File: config.mk
export PLATFORM = sky130hd
export DESIGN_NAME = line_follow_pid_steering_core
export DESIGN_NICKNAME = d
export VERILOG_FILES = /design/src/rtl/lfps_pkg.sv /design/src/rtl/line_follow_pid_steering_core.sv
export VERILOG_INCLUDE_DIRS = /design/src /design/src/rtl
export SDC_FILE = /design/constraint.sdc
export NUM_CORES = 1
export LEC_CHECK = 0
export BUFFER_PORTS_ARGS = -buffer_cell sky130_fd_sc_hd__buf_2
export CAP_MARGIN = 5
export CORE_AREA = 2 2 172 174
export CTS_BUF_LIST = sky130_fd_sc_hd__clkbuf_2 sky130_fd_sc_hd__clkbuf_4 sky130_fd_sc_hd__clkbuf_8
export DETAILED_ROUTE_END_ITERATION = 10
export DIE_AREA = 0 0 174 176
export PLACE_DENSITY = 0.74
export SLEW_MARGIN = 5
export SYNTH_ARGS = -nofsm -noshare
export SYNTH_HDL_FRONTEND = slang
export SYNTH_SLANG_ARGS = --single-unit
File: constraint.sdc
create_clock -name clk_i -period 9.3 [get_ports clk_i]
set_clock_uncertainty 0.15 [all_clocks]
set_input_delay 1.395 -clock clk_i [delete_from_list [all_inputs] [get_ports clk_i]]
set_output_delay 1.395 -clock clk_i [all_outputs]
set_load 0.05 [all_outputs]
File: src/rtl/line_follow_pid_steering_core_macros.svh
// ---------------------------------------------------------------------------
// Line follower PID steering core: assertion macros
// Concurrent property wrappers shared by the RTL that checks itself.
// ---------------------------------------------------------------------------
`ifndef LINE_FOLLOW_PID_STEERING_CORE_MACROS_SVH
`define LINE_FOLLOW_PID_STEERING_CORE_MACROS_SVH

// Consequent checked in the same cycle as the antecedent
`define LFPS_ASSERT_SAME(label, clk, rst_n, ante, cons, msg) \
  label: assert property (@(posedge clk) disable iff (!rst_n) (ante) |-> (cons)) \
    else $error(msg);

// Consequent checked in the cycle after the antecedent
`define LFPS_ASSERT_NEXT(label, clk, rst_n, ante, cons, msg) \
  label: assert property (@(posedge clk) disable iff (!rst_n) (ante) |=> (cons)) \
    else $error(msg);

`endif

File: src/rtl/lfps_pkg.sv
// ---------------------------------------------------------------------------
// Line follower PID steering package
// Widths, register map, reset values and small lookup functions.
// ---------------------------------------------------------------------------
package lfps_pkg;

  localparam int SAMPLE_BITS = 10;
  localparam int NUM_SENSORS = 5;
  localparam int THR_W       = 10;
  localparam int CMP_W       = (SAMPLE_BITS > THR_W) ? SAMPLE_BITS : THR_W;
  localparam int SPEED_W     = 8;
  localparam int GAIN_W      = 16;
  localparam int ILIM_W      = 7;
  localparam int SLIM_W      = 8;
  localparam int POS_W       = 6;
  localparam int INT_W       = 8;
  localparam int ISUM_W      = 9;
  localparam int DIF_W       = 7;
  localparam int TERM_W      = 9;
  localparam int ACC_W       = 25;
  localparam int FRAC_BITS   = 12;
  localparam int HI_W        = ACC_W - FRAC_BITS;
  localparam int SPD_W       = 10;
  localparam int DUTY_W      = 8;
  localparam int CNT_W       = $clog2(GAIN_W);
  localparam int ADDR_W      = 5;
  localparam int DATA_W      = 32;
  localparam int IDX_W       = 3;

  localparam logic [DUTY_W-1:0] DUTY_MAX = 8'd255;

  localparam logic [THR_W-1:0]   RST_THRESHOLD  = 10'd512;
  localparam logic [SPEED_W-1:0] RST_BASE_SPEED = 8'd200;
  localparam logic [GAIN_W-1:0]  RST_GAIN_P     = 16'd8192;
  localparam logic [GAIN_W-1:0]  RST_GAIN_I     = 16'd82;
  localparam logic [GAIN_W-1:0]  RST_GAIN_D     = 16'd6144;
  localparam logic [ILIM_W-1:0]  RST_INT_LIMIT  = 7'd100;
  localparam logic [SLIM_W-1:0]  RST_STEER_LIM  = 8'd100;

  typedef enum logic [IDX_W-1:0] {
    REG_LINE_THRESHOLD = 3'd0,
    REG_BASE_SPEED     = 3'd1,
    REG_GAIN_P         = 3'd2,
    REG_GAIN_I         = 3'd3,
    REG_GAIN_D         = 3'd4,
    REG_INT_LIMIT      = 3'd5,
    REG_STEER_LIMIT    = 3'd6
  } lfps_reg_e;

  typedef struct packed {
    logic              forward;
    logic [DUTY_W-1:0] duty;
  } side_t;

  // Centroid of the hit mask (bit 0 is the far left sensor), scaled by ten,
  // truncated toward zero. Zero when there are no hits.
  function automatic logic signed [POS_W-1:0] pos_of_mask(
    input logic [NUM_SENSORS-1:0] mask
  );
    logic [2:0]              hits;
    logic signed [3:0]       wsum;
    logic [1:0]              k;
    logic [4:0]              mag;
    logic signed [POS_W-1:0] pos;
    hits = '0;
    wsum = '0;
    for (int i = 0; i < NUM_SENSORS; i++) begin
      if (mask[i]) begin
        hits = hits + 3'd1;
        wsum = wsum + 4'(i - 2);
      end
    end
    k = wsum[3] ? 2'(-wsum) : 2'(wsum);
    case ({hits, k})
      {3'd1, 2'd1}: mag = 5'd10;
      {3'd1, 2'd2}: mag = 5'd20;
      {3'd1, 2'd3}: mag = 5'd30;
      {3'd2, 2'd1}: mag = 5'd5;
      {3'd2, 2'd2}: mag = 5'd10;
      {3'd2, 2'd3}: mag = 5'd15;
      {3'd3, 2'd1}: mag = 5'd3;
      {3'd3, 2'd2}: mag = 5'd6;
      {3'd3, 2'd3}: mag = 5'd10;
      {3'd4, 2'd1}: mag = 5'd2;
      {3'd4, 2'd2}: mag = 5'd5;
      {3'd4, 2'd3}: mag = 5'd7;
      {3'd5, 2'd1}: mag = 5'd2;
      {3'd5, 2'd2}: mag = 5'd4;
      {3'd5, 2'd3}: mag = 5'd6;
      default:      mag = 5'd0;
    endcase
    pos = {1'b0, mag};
    return wsum[3] ? -pos : pos;
  endfunction

  // Direction bit and saturated duty for one side's signed speed
  function automatic side_t side_of(input logic [SPD_W-1:0] spd);
    logic [SPD_W-1:0] mag;
    side_t            res;
    mag         = spd[SPD_W-1] ? -spd : spd;
    res.forward = ~spd[SPD_W-1];
    res.duty    = (mag > SPD_W'(DUTY_MAX)) ? DUTY_MAX : mag[DUTY_W-1:0];
    return res;
  endfunction

endpackage

File: src/rtl/line_follow_pid_steering_core.sv
// ---------------------------------------------------------------------------
// Line follower PID steering core
// Steps per request: error, 16-step bit-serial gain multiply (one gain
// bit of each term per cycle), clamp, then the output register once it is
// free. A new request is taken only after the last has left the done step.
// Reset clears the PID state and loads the register reset values at once.
// ---------------------------------------------------------------------------
`include "line_follow_pid_steering_core_macros.svh"

module line_follow_pid_steering_core
  import lfps_pkg::*;
(
  input  logic                   clk_i,
  input  logic                   rst_ni,
  // sample request
  input  logic                   in_valid_i,
  output logic                   in_ready_o,
  input  logic [SAMPLE_BITS-1:0] sample_far_left_i,
  input  logic [SAMPLE_BITS-1:0] sample_left_i,
  input  logic [SAMPLE_BITS-1:0] sample_center_i,
  input  logic [SAMPLE_BITS-1:0] sample_right_i,
  input  logic [SAMPLE_BITS-1:0] sample_far_right_i,
  // drive result
  output logic                   out_valid_o,
  input  logic                   out_ready_i,
  output logic                   left_forward_o,
  output logic [DUTY_W-1:0]      left_duty_o,
  output logic                   right_forward_o,
  output logic [DUTY_W-1:0]      right_duty_o,
  output logic signed [POS_W-1:0] line_position_o,
  output logic                   line_found_o,
  // register port
  input  logic                   psel,
  input  logic                   penable,
  input  logic                   pwrite,
  input  logic [ADDR_W-1:0]      paddr,
  input  logic [DATA_W-1:0]      pwdata,
  output logic [DATA_W-1:0]      prdata,
  output logic                   pready
);

  typedef enum logic [2:0] {
    ST_IDLE,
    ST_ERR,
    ST_MUL,
    ST_CLAMP,
    ST_DONE
  } state_e;

  // registers
  logic [THR_W-1:0]   threshold_q;
  logic [SPEED_W-1:0] base_speed_q;
  logic [GAIN_W-1:0]  gain_p_q;
  logic [GAIN_W-1:0]  gain_i_q;
  logic [GAIN_W-1:0]  gain_d_q;
  logic [ILIM_W-1:0]  int_limit_q;
  logic [SLIM_W-1:0]  steer_limit_q;

  logic [IDX_W-1:0]   reg_idx;
  logic               reg_wr;

  state_e                   state_q;
  logic [NUM_SENSORS-1:0]   mask_q;
  logic                     found_q;
  logic signed [POS_W-1:0]  prev_q;
  logic signed [INT_W-1:0]  integral_q;
  logic signed [DIF_W-1:0]  dif_q;
  logic [GAIN_W-1:0]        gp_sh_q;
  logic [GAIN_W-1:0]        gi_sh_q;
  logic [GAIN_W-1:0]        gd_sh_q;
  logic [CNT_W-1:0]         cnt_q;
  logic signed [ACC_W-1:0]  acc_q;
  logic                     steer_neg_q;
  logic [SLIM_W-1:0]        steer_mag_q;
  logic                     out_valid_q;
  side_t                    left_q;
  side_t                    right_q;
  logic signed [POS_W-1:0]  pos_out_q;
  logic                     found_out_q;

  logic [NUM_SENSORS-1:0]   mask_d;
  logic signed [POS_W-1:0]  err_d;
  logic signed [ISUM_W-1:0] isum;
  logic signed [ISUM_W-1:0] ilim;
  logic signed [ISUM_W-1:0] ilim_n;
  logic signed [ISUM_W-1:0] iclamp;
  logic signed [INT_W-1:0]  integral_d;
  logic signed [DIF_W-1:0]  dif_d;
  logic signed [TERM_W-1:0] term_p;
  logic signed [TERM_W-1:0] term_i;
  logic signed [TERM_W-1:0] term_d;
  logic signed [TERM_W-1:0] term;
  logic signed [ACC_W-1:0]  acc_d;
  logic [ACC_W-1:0]         acc_mag;
  logic [HI_W-1:0]          acc_hi;
  logic [SLIM_W-1:0]        steer_mag_d;
  logic [SPD_W-1:0]         steer_spd;
  logic [SPD_W-1:0]         left_spd;
  logic [SPD_W-1:0]         right_spd;

  // -------------------------------------------------------------------------
  // register port
  // -------------------------------------------------------------------------
  assign reg_idx = paddr[ADDR_W-1:2];
  assign reg_wr  = psel & penable & pwrite;
  assign pready  = 1'b1;

  always_ff @(posedge clk_i or negedge rst_ni) begin
    if (!rst_ni) begin
      threshold_q   <= RST_THRESHOLD;
      base_speed_q  <= RST_BASE_SPEED;
      gain_p_q      <= RST_GAIN_P;
      gain_i_q      <= RST_GAIN_I;
      gain_d_q      <= RST_GAIN_D;
      int_limit_q   <= RST_INT_LIMIT;
      steer_limit_q <= RST_STEER_LIM;
    end else if (reg_wr) begin
      case (reg_idx)
        REG_LINE_THRESHOLD: threshold_q   <= pwdata[THR_W-1:0];
        REG_BASE_SPEED:     base_speed_q  <= pwdata[SPEED_W-1:0];
        REG_GAIN_P:         gain_p_q      <= pwdata[GAIN_W-1:0];
        REG_GAIN_I:         gain_i_q      <= pwdata[GAIN_W-1:0];
        REG_GAIN_D:         gain_d_q      <= pwdata[GAIN_W-1:0];
        REG_INT_LIMIT:      int_limit_q   <= pwdata[ILIM_W-1:0];
        REG_STEER_LIMIT:    steer_limit_q <= pwdata[SLIM_W-1:0];
        default: ;
      endcase
    end
  end

  always_comb begin
    case (reg_idx)
      REG_LINE_THRESHOLD: prdata = DATA_W'(threshold_q);
      REG_BASE_SPEED:     prdata = DATA_W'(base_speed_q);
      REG_GAIN_P:         prdata = DATA_W'(gain_p_q);
      REG_GAIN_I:         prdata = DATA_W'(gain_i_q);
      REG_GAIN_D:         prdata = DATA_W'(gain_d_q);
      REG_INT_LIMIT:      prdata = DATA_W'(int_limit_q);
      REG_STEER_LIMIT:    prdata = DATA_W'(steer_limit_q);
      default:            prdata = '0;
    endcase
  end

  // -------------------------------------------------------------------------
  // datapath
  // -------------------------------------------------------------------------
  always_comb begin
    mask_d[0] = CMP_W'(sample_far_left_i)  < CMP_W'(threshold_q);
    mask_d[1] = CMP_W'(sample_left_i)      < CMP_W'(threshold_q);
    mask_d[2] = CMP_W'(sample_center_i)    < CMP_W'(threshold_q);
    mask_d[3] = CMP_W'(sample_right_i)     < CMP_W'(threshold_q);
    mask_d[4] = CMP_W'(sample_far_right_i) < CMP_W'(threshold_q);

    // no hits: hold the previous error
    err_d = found_q ? pos_of_mask(mask_q) : prev_q;

    isum   = {integral_q[INT_W-1], integral_q}
           + {{(ISUM_W-POS_W){err_d[POS_W-1]}}, err_d};
    ilim   = {{(ISUM_W-ILIM_W){1'b0}}, int_limit_q};
    ilim_n = -ilim;
    if (isum > ilim) begin
      iclamp = ilim;
    end else if (isum < ilim_n) begin
      iclamp = ilim_n;
    end else begin
      iclamp = isum;
    end
    integral_d = iclamp[INT_W-1:0];

    dif_d = {err_d[POS_W-1], err_d} - {prev_q[POS_W-1], prev_q};

    // one gain bit of each term per cycle, MSB first
    term_p = gp_sh_q[GAIN_W-1] ? {{(TERM_W-POS_W){prev_q[POS_W-1]}}, prev_q} : '0;
    term_i = gi_sh_q[GAIN_W-1] ? {{(TERM_W-INT_W){integral_q[INT_W-1]}}, integral_q} : '0;
    term_d = gd_sh_q[GAIN_W-1] ? {{(TERM_W-DIF_W){dif_q[DIF_W-1]}}, dif_q} : '0;
    term   = term_p + term_i + term_d;
    acc_d  = {acc_q[ACC_W-2:0], 1'b0} + {{(ACC_W-TERM_W){term[TERM_W-1]}}, term};

    // clamping the magnitude before the shift equals clamping the shifted value
    acc_mag     = acc_q[ACC_W-1] ? -acc_q : acc_q;
    acc_hi      = acc_mag[ACC_W-1:FRAC_BITS];
    steer_mag_d = (acc_hi > HI_W'(steer_limit_q)) ? steer_limit_q : acc_hi[SLIM_W-1:0];

    steer_spd = steer_neg_q ? -SPD_W'(steer_mag_q) : SPD_W'(steer_mag_q);
    left_spd  = SPD_W'(base_speed_q) - steer_spd;
    right_spd = SPD_W'(base_speed_q) + steer_spd;
  end

  // -------------------------------------------------------------------------
  // sequencer
  // -------------------------------------------------------------------------
  always_ff @(posedge clk_i or negedge rst_ni) begin
    if (!rst_ni) begin
      state_q     <= ST_IDLE;
      mask_q      <= '0;
      found_q     <= 1'b0;
      prev_q      <= '0;
      integral_q  <= '0;
      dif_q       <= '0;
      gp_sh_q     <= '0;
      gi_sh_q     <= '0;
      gd_sh_q     <= '0;
      cnt_q       <= '0;
      acc_q       <= '0;
      steer_neg_q <= 1'b0;
      steer_mag_q <= '0;
      out_valid_q <= 1'b0;
      left_q      <= '0;
      right_q     <= '0;
      pos_out_q   <= '0;
      found_out_q <= 1'b0;
    end else begin
      if (state_q == ST_DONE && (!out_valid_q || out_ready_i)) begin
        out_valid_q <= 1'b1;
      end else if (out_valid_q && out_ready_i) begin
        out_valid_q <= 1'b0;
      end
      case (state_q)
        ST_IDLE: begin
          if (in_valid_i) begin
            mask_q  <= mask_d;
            found_q <= |mask_d;
            state_q <= ST_ERR;
          end
        end
        ST_ERR: begin
          prev_q     <= err_d;
          integral_q <= integral_d;
          dif_q      <= dif_d;
          gp_sh_q    <= gain_p_q;
          gi_sh_q    <= gain_i_q;
          gd_sh_q    <= gain_d_q;
          acc_q      <= '0;
          cnt_q      <= CNT_W'(GAIN_W - 1);
          state_q    <= ST_MUL;
        end
        ST_MUL: begin
          acc_q   <= acc_d;
          gp_sh_q <= {gp_sh_q[GAIN_W-2:0], 1'b0};
          gi_sh_q <= {gi_sh_q[GAIN_W-2:0], 1'b0};
          gd_sh_q <= {gd_sh_q[GAIN_W-2:0], 1'b0};
          if (cnt_q == '0) begin
            state_q <= ST_CLAMP;
          end else begin
            cnt_q <= cnt_q - CNT_W'(1);
          end
        end
        ST_CLAMP: begin
          steer_neg_q <= acc_q[ACC_W-1];
          steer_mag_q <= steer_mag_d;
          state_q     <= ST_DONE;
        end
        ST_DONE: begin
          // wait for the output register to drain
          if (!out_valid_q || out_ready_i) begin
            left_q      <= side_of(left_spd);
            right_q     <= side_of(right_spd);
            pos_out_q   <= prev_q;
            found_out_q <= found_q;
            state_q     <= ST_IDLE;
          end
        end
        default: state_q <= ST_IDLE;
      endcase
    end
  end

  assign in_ready_o      = (state_q == ST_IDLE);
  assign out_valid_o     = out_valid_q;
  assign left_forward_o  = left_q.forward;
  assign left_duty_o     = left_q.duty;
  assign right_forward_o = right_q.forward;
  assign right_duty_o    = right_q.duty;
  assign line_position_o = pos_out_q;
  assign line_found_o    = found_out_q;

  // -------------------------------------------------------------------------
  // assertions
  // -------------------------------------------------------------------------
  `LFPS_ASSERT_NEXT(a_accept_starts, clk_i, rst_ni, in_valid_i && in_ready_o, state_q == ST_ERR, "accepted request did not start the error step")
  `LFPS_ASSERT_NEXT(a_mul_ends, clk_i, rst_ni, state_q == ST_MUL && cnt_q == '0, state_q == ST_CLAMP, "multiply did not end after the last gain bit")
  `LFPS_ASSERT_SAME(a_gains_drained, clk_i, rst_ni, state_q == ST_CLAMP, gp_sh_q == '0 && gi_sh_q == '0 && gd_sh_q == '0, "gain bits left unconsumed")
  `LFPS_ASSERT_SAME(a_out_from_done, clk_i, rst_ni, $rose(out_valid_q), $past(state_q) == ST_DONE, "result raised outside the done step")

endmodule
==> results.toml <==
[status]
run_status = "finished clean"

[global_route]
antenna_found_initial = 0
grt_max_degree = 115
grt_pass1_vias = 13030
grt_pass1_wl_mm = 65.11
grt_overflow = 0
grt.total_usage_pct = 25.96

[floorplan]
coreArea_sq_um = 28550
dieArea_sq_um = 30620
fp.dieW_um = 174
pin_count = 154
start_util_pct = 54.73
die_h_um = 176
fp-row-count = 62

[synth]
synth.avg_cell_area_sq_um = 9.084
async_reset_ff_share_pct = 100.0
synth_area_sq_um = 15620
synth_compound_area_share_pct = 17.67
synth-xor-area-share_pct = 4.909
synth-edff-count = 0
synth_top_family_by_area = "compound AO/OA/AOI/OAI gates"
synth_ff_type = "dfrtp_1"
synth_simple_gate_area_share_pct = 15.41
yosysWarnings = 0
ys_ff_latch = 223
yosysSeqAreaShare_pct = 35.84
synth.distinct_cells = 80
synthAdderAreaFrac_pct = 13.08
synthCells = 1720
synthMuxAreaShare_pct = 8.144

[clock_tree]
cts-hold-fix-buffers = 0
cts_sinks = 223
clk_path_buf_depth = 3
cts.repair.resized = 0
cts_root_buffer = "clkbuf_8"
clk_pin_slew_worst_paths_ns = 0.06
cts_buffers = 39
postCtsSetupRepairBufs = 0
clock_latency_ns = 0.56
ctsHtreeMaxLevel = 2
cts_tree = "yes"

[timing]
worst_slack_ns = 0.8417
hold_violations = 0
setup_viol = 0
rsz0062_at_grt = "false"
post-route-period-util_pct = 90.95
worst_pin_slew_ns = 1.081
maxSlewViolCount = 0
clock.fmax_mhz = 118.2
tns_ns = 0
slew_headroom_pct = 27.79
period_minus_slack_ns = 8.458

[critical_path]
arrival_ns = 8.75
worst_path_most_repeated_cell = "ha_1"
required_ns = 9.60
crit_path_max_fanout = 11
crit_path_start_kind = "flip-flop"
endpoint_kind = "flip-flop"
critical_path_class = "flip-flop to flip-flop"
path_buf_inv = 3
critPathSlowestCell = "a21oi_1"
cpLargestDelayFamily = "compound AO/OA/AOI/OAI gates"
cpPeakStageDelay_ns = 0.57

[detailed_routing]
totalWireLength_mm = 39.21
via_per_inst = 5.895
wire_per_inst_um = 17.59
drcViolationCount = 0
ant_nets = 0
first_pass_iters = 5
drtIter0Drc = 857
vias = 13140

[placed_design]
dp_hpwl_mm = 28.57
dp_slack_ns = 0.9336
gp_congestion = 0.9130
dpl-instance-area_sq_um = 16460
io_buffers = 118

[run]
max_cap_viol_count = 0

[cells_and_area]
area_growth_pct = 11.21
diodes = 0
final_common_cell = "nand2_1"
drive_gt1_share_pct = 17.45
final_cell_mix = "nand2_1, dfrtp_1, ha_1"
stdcell_area_sq_um = 17380
final_nets = 2064

[hold_path]
hold_class = "flip-flop to flip-flop"
-- synthesized netlist by cell type, types with 13 or more instances --
cell,instances,area share (%)
nor2_1,127,3.1
mux2_2,83,6.0
a21o_1,28,1.3
a31oi_1,53,2.1
nand3_1,20,0.64
inv_1,94,2.3
fa_1,14,1.8
xnor2_1,61,3.4
ha_1,141,11
dfstp_2,16,2.7
dfrtp_1,207,33
a21oi_1,87,2.8
nand2_1,231,5.5
nand2b_1,21,0.84
o21a_1,20,0.96
and2_1,13,0.52
nor2b_1,23,0.92
xor2_1,24,1.3
mux2i_1,27,1.7
clkbuf_1,62,1.5
buf_4,17,0.82
nor3_1,31,0.99
o21ai_0,104,3.3
-- cell type report --
| class | count | area, sq um |
|---|---|---|
| inverters | 94 | 352.8 |
| flip-flops and latches | 223 | 5600 |
| well taps | 384 | 480.5 |
| clock inverters | 8 | 135.1 |
| repair buffers | 129 | 683.2 |
| fillers | 2517 | 11170 |
| multi-input cells | 1328 | 9339 |
| clock buffers | 63 | 785.8 |
-- path summary, 6_finish.rpt --
path / startpoint / to / slack (ns) / cells past startpoint
hold / removal: dif_q[6]$_DFFE_PN0P_ / dif_q[6]$_DFFE_PN0P_ / 0.33 / 2
setup reg to reg: mask_q[1]$_DFFE_PN0P_ / integral_q[1]$_DFFE_PN0P_ / 0.84 / 31
setup / recovery: mask_q[1]$_DFFE_PN0P_ / integral_q[1]$_DFFE_PN0P_ / 0.84 / 31
min in group asynchronous: rst_ni / right_duty_o[3]$_DFFE_PN0P_ / 0.75 / 1
max in group asynchronous: rst_ni / steer_limit_q[0]$_DFFE_PN0P_ / 6.96 / 2
hold reg to reg: dif_q[6]$_DFFE_PN0P_ / dif_q[6]$_DFFE_PN0P_ / 0.33 / 2
-- cell families after synthesis --
kind of cell,count (synthesis)
other,2
multiplexers,113
AO/OA/AOI/OAI,427
flip-flops,223
buffers and inverters,184
AND/OR/NAND/NOR,530
adder cells (fa/ha/maj),155
XOR/XNOR,86
-- per-stage QoR --
| step | instances | util [%] | hold slack [ns] |
|---|---|---|---|
| finish | 2229 | 60.87 | 0.3274 |
| CTS | 2229 | 60.87 | 0.3328 |
| floorplan | 1735 | - | 0.2918 |
| global route | 2229 | 60.87 | 0.3566 |
| detailed placement | 2158 | 57.64 | 0.3198 |
| global placement | 2158 | 57.64 | 0.3137 |
-- registers in the layout, summed over array words and instances (netlist names), 8 cells and up --
signal	cells
integral_q	8
steer_limit_q	8
gain_i_q	16
gd_sh_q	16
steer_mag_q	8
gp_sh_q	16
acc_q	25
right_duty_o	8
base_speed_q	8
threshold_q	10
gi_sh_q	16
left_duty_o	8
gain_p_q	16
gain_d_q	16
-- worst register-to-register path, delay by kind of cell, from the launching register on --
kind / cells / cell delay, ns
AO/OA/AOI/OAI: 11 / 2.92
XOR/XNOR: 2 / 0.86
adder cells (fa/ha/maj): 6 / 1.94
buffers and inverters: 3 / 0.35
flip-flops: 1 / 0.53
multiplexers: 2 / 0.59
AND/OR/NAND/NOR: 7 / 0.99
-- per-layer routing --
metal | GRT usage, % | part of all wire (%) | wire [um] | up-vias
met2 | 43.49 | 47 | 18370 | 392
met1 | 34.58 | 44 | 17370 | 6362
met3 | 3.661 | 5.6 | 2183 | 97
met5 | 0 | 0 | 0 | -
li1 | - | - | - | 6289
met4 | 9.349 | 3.3 | 1287 | 0
Power is left out: the tool's default activity adds up to more than one toggle a clock period on the data nets, which glitch-free logic cannot reach.
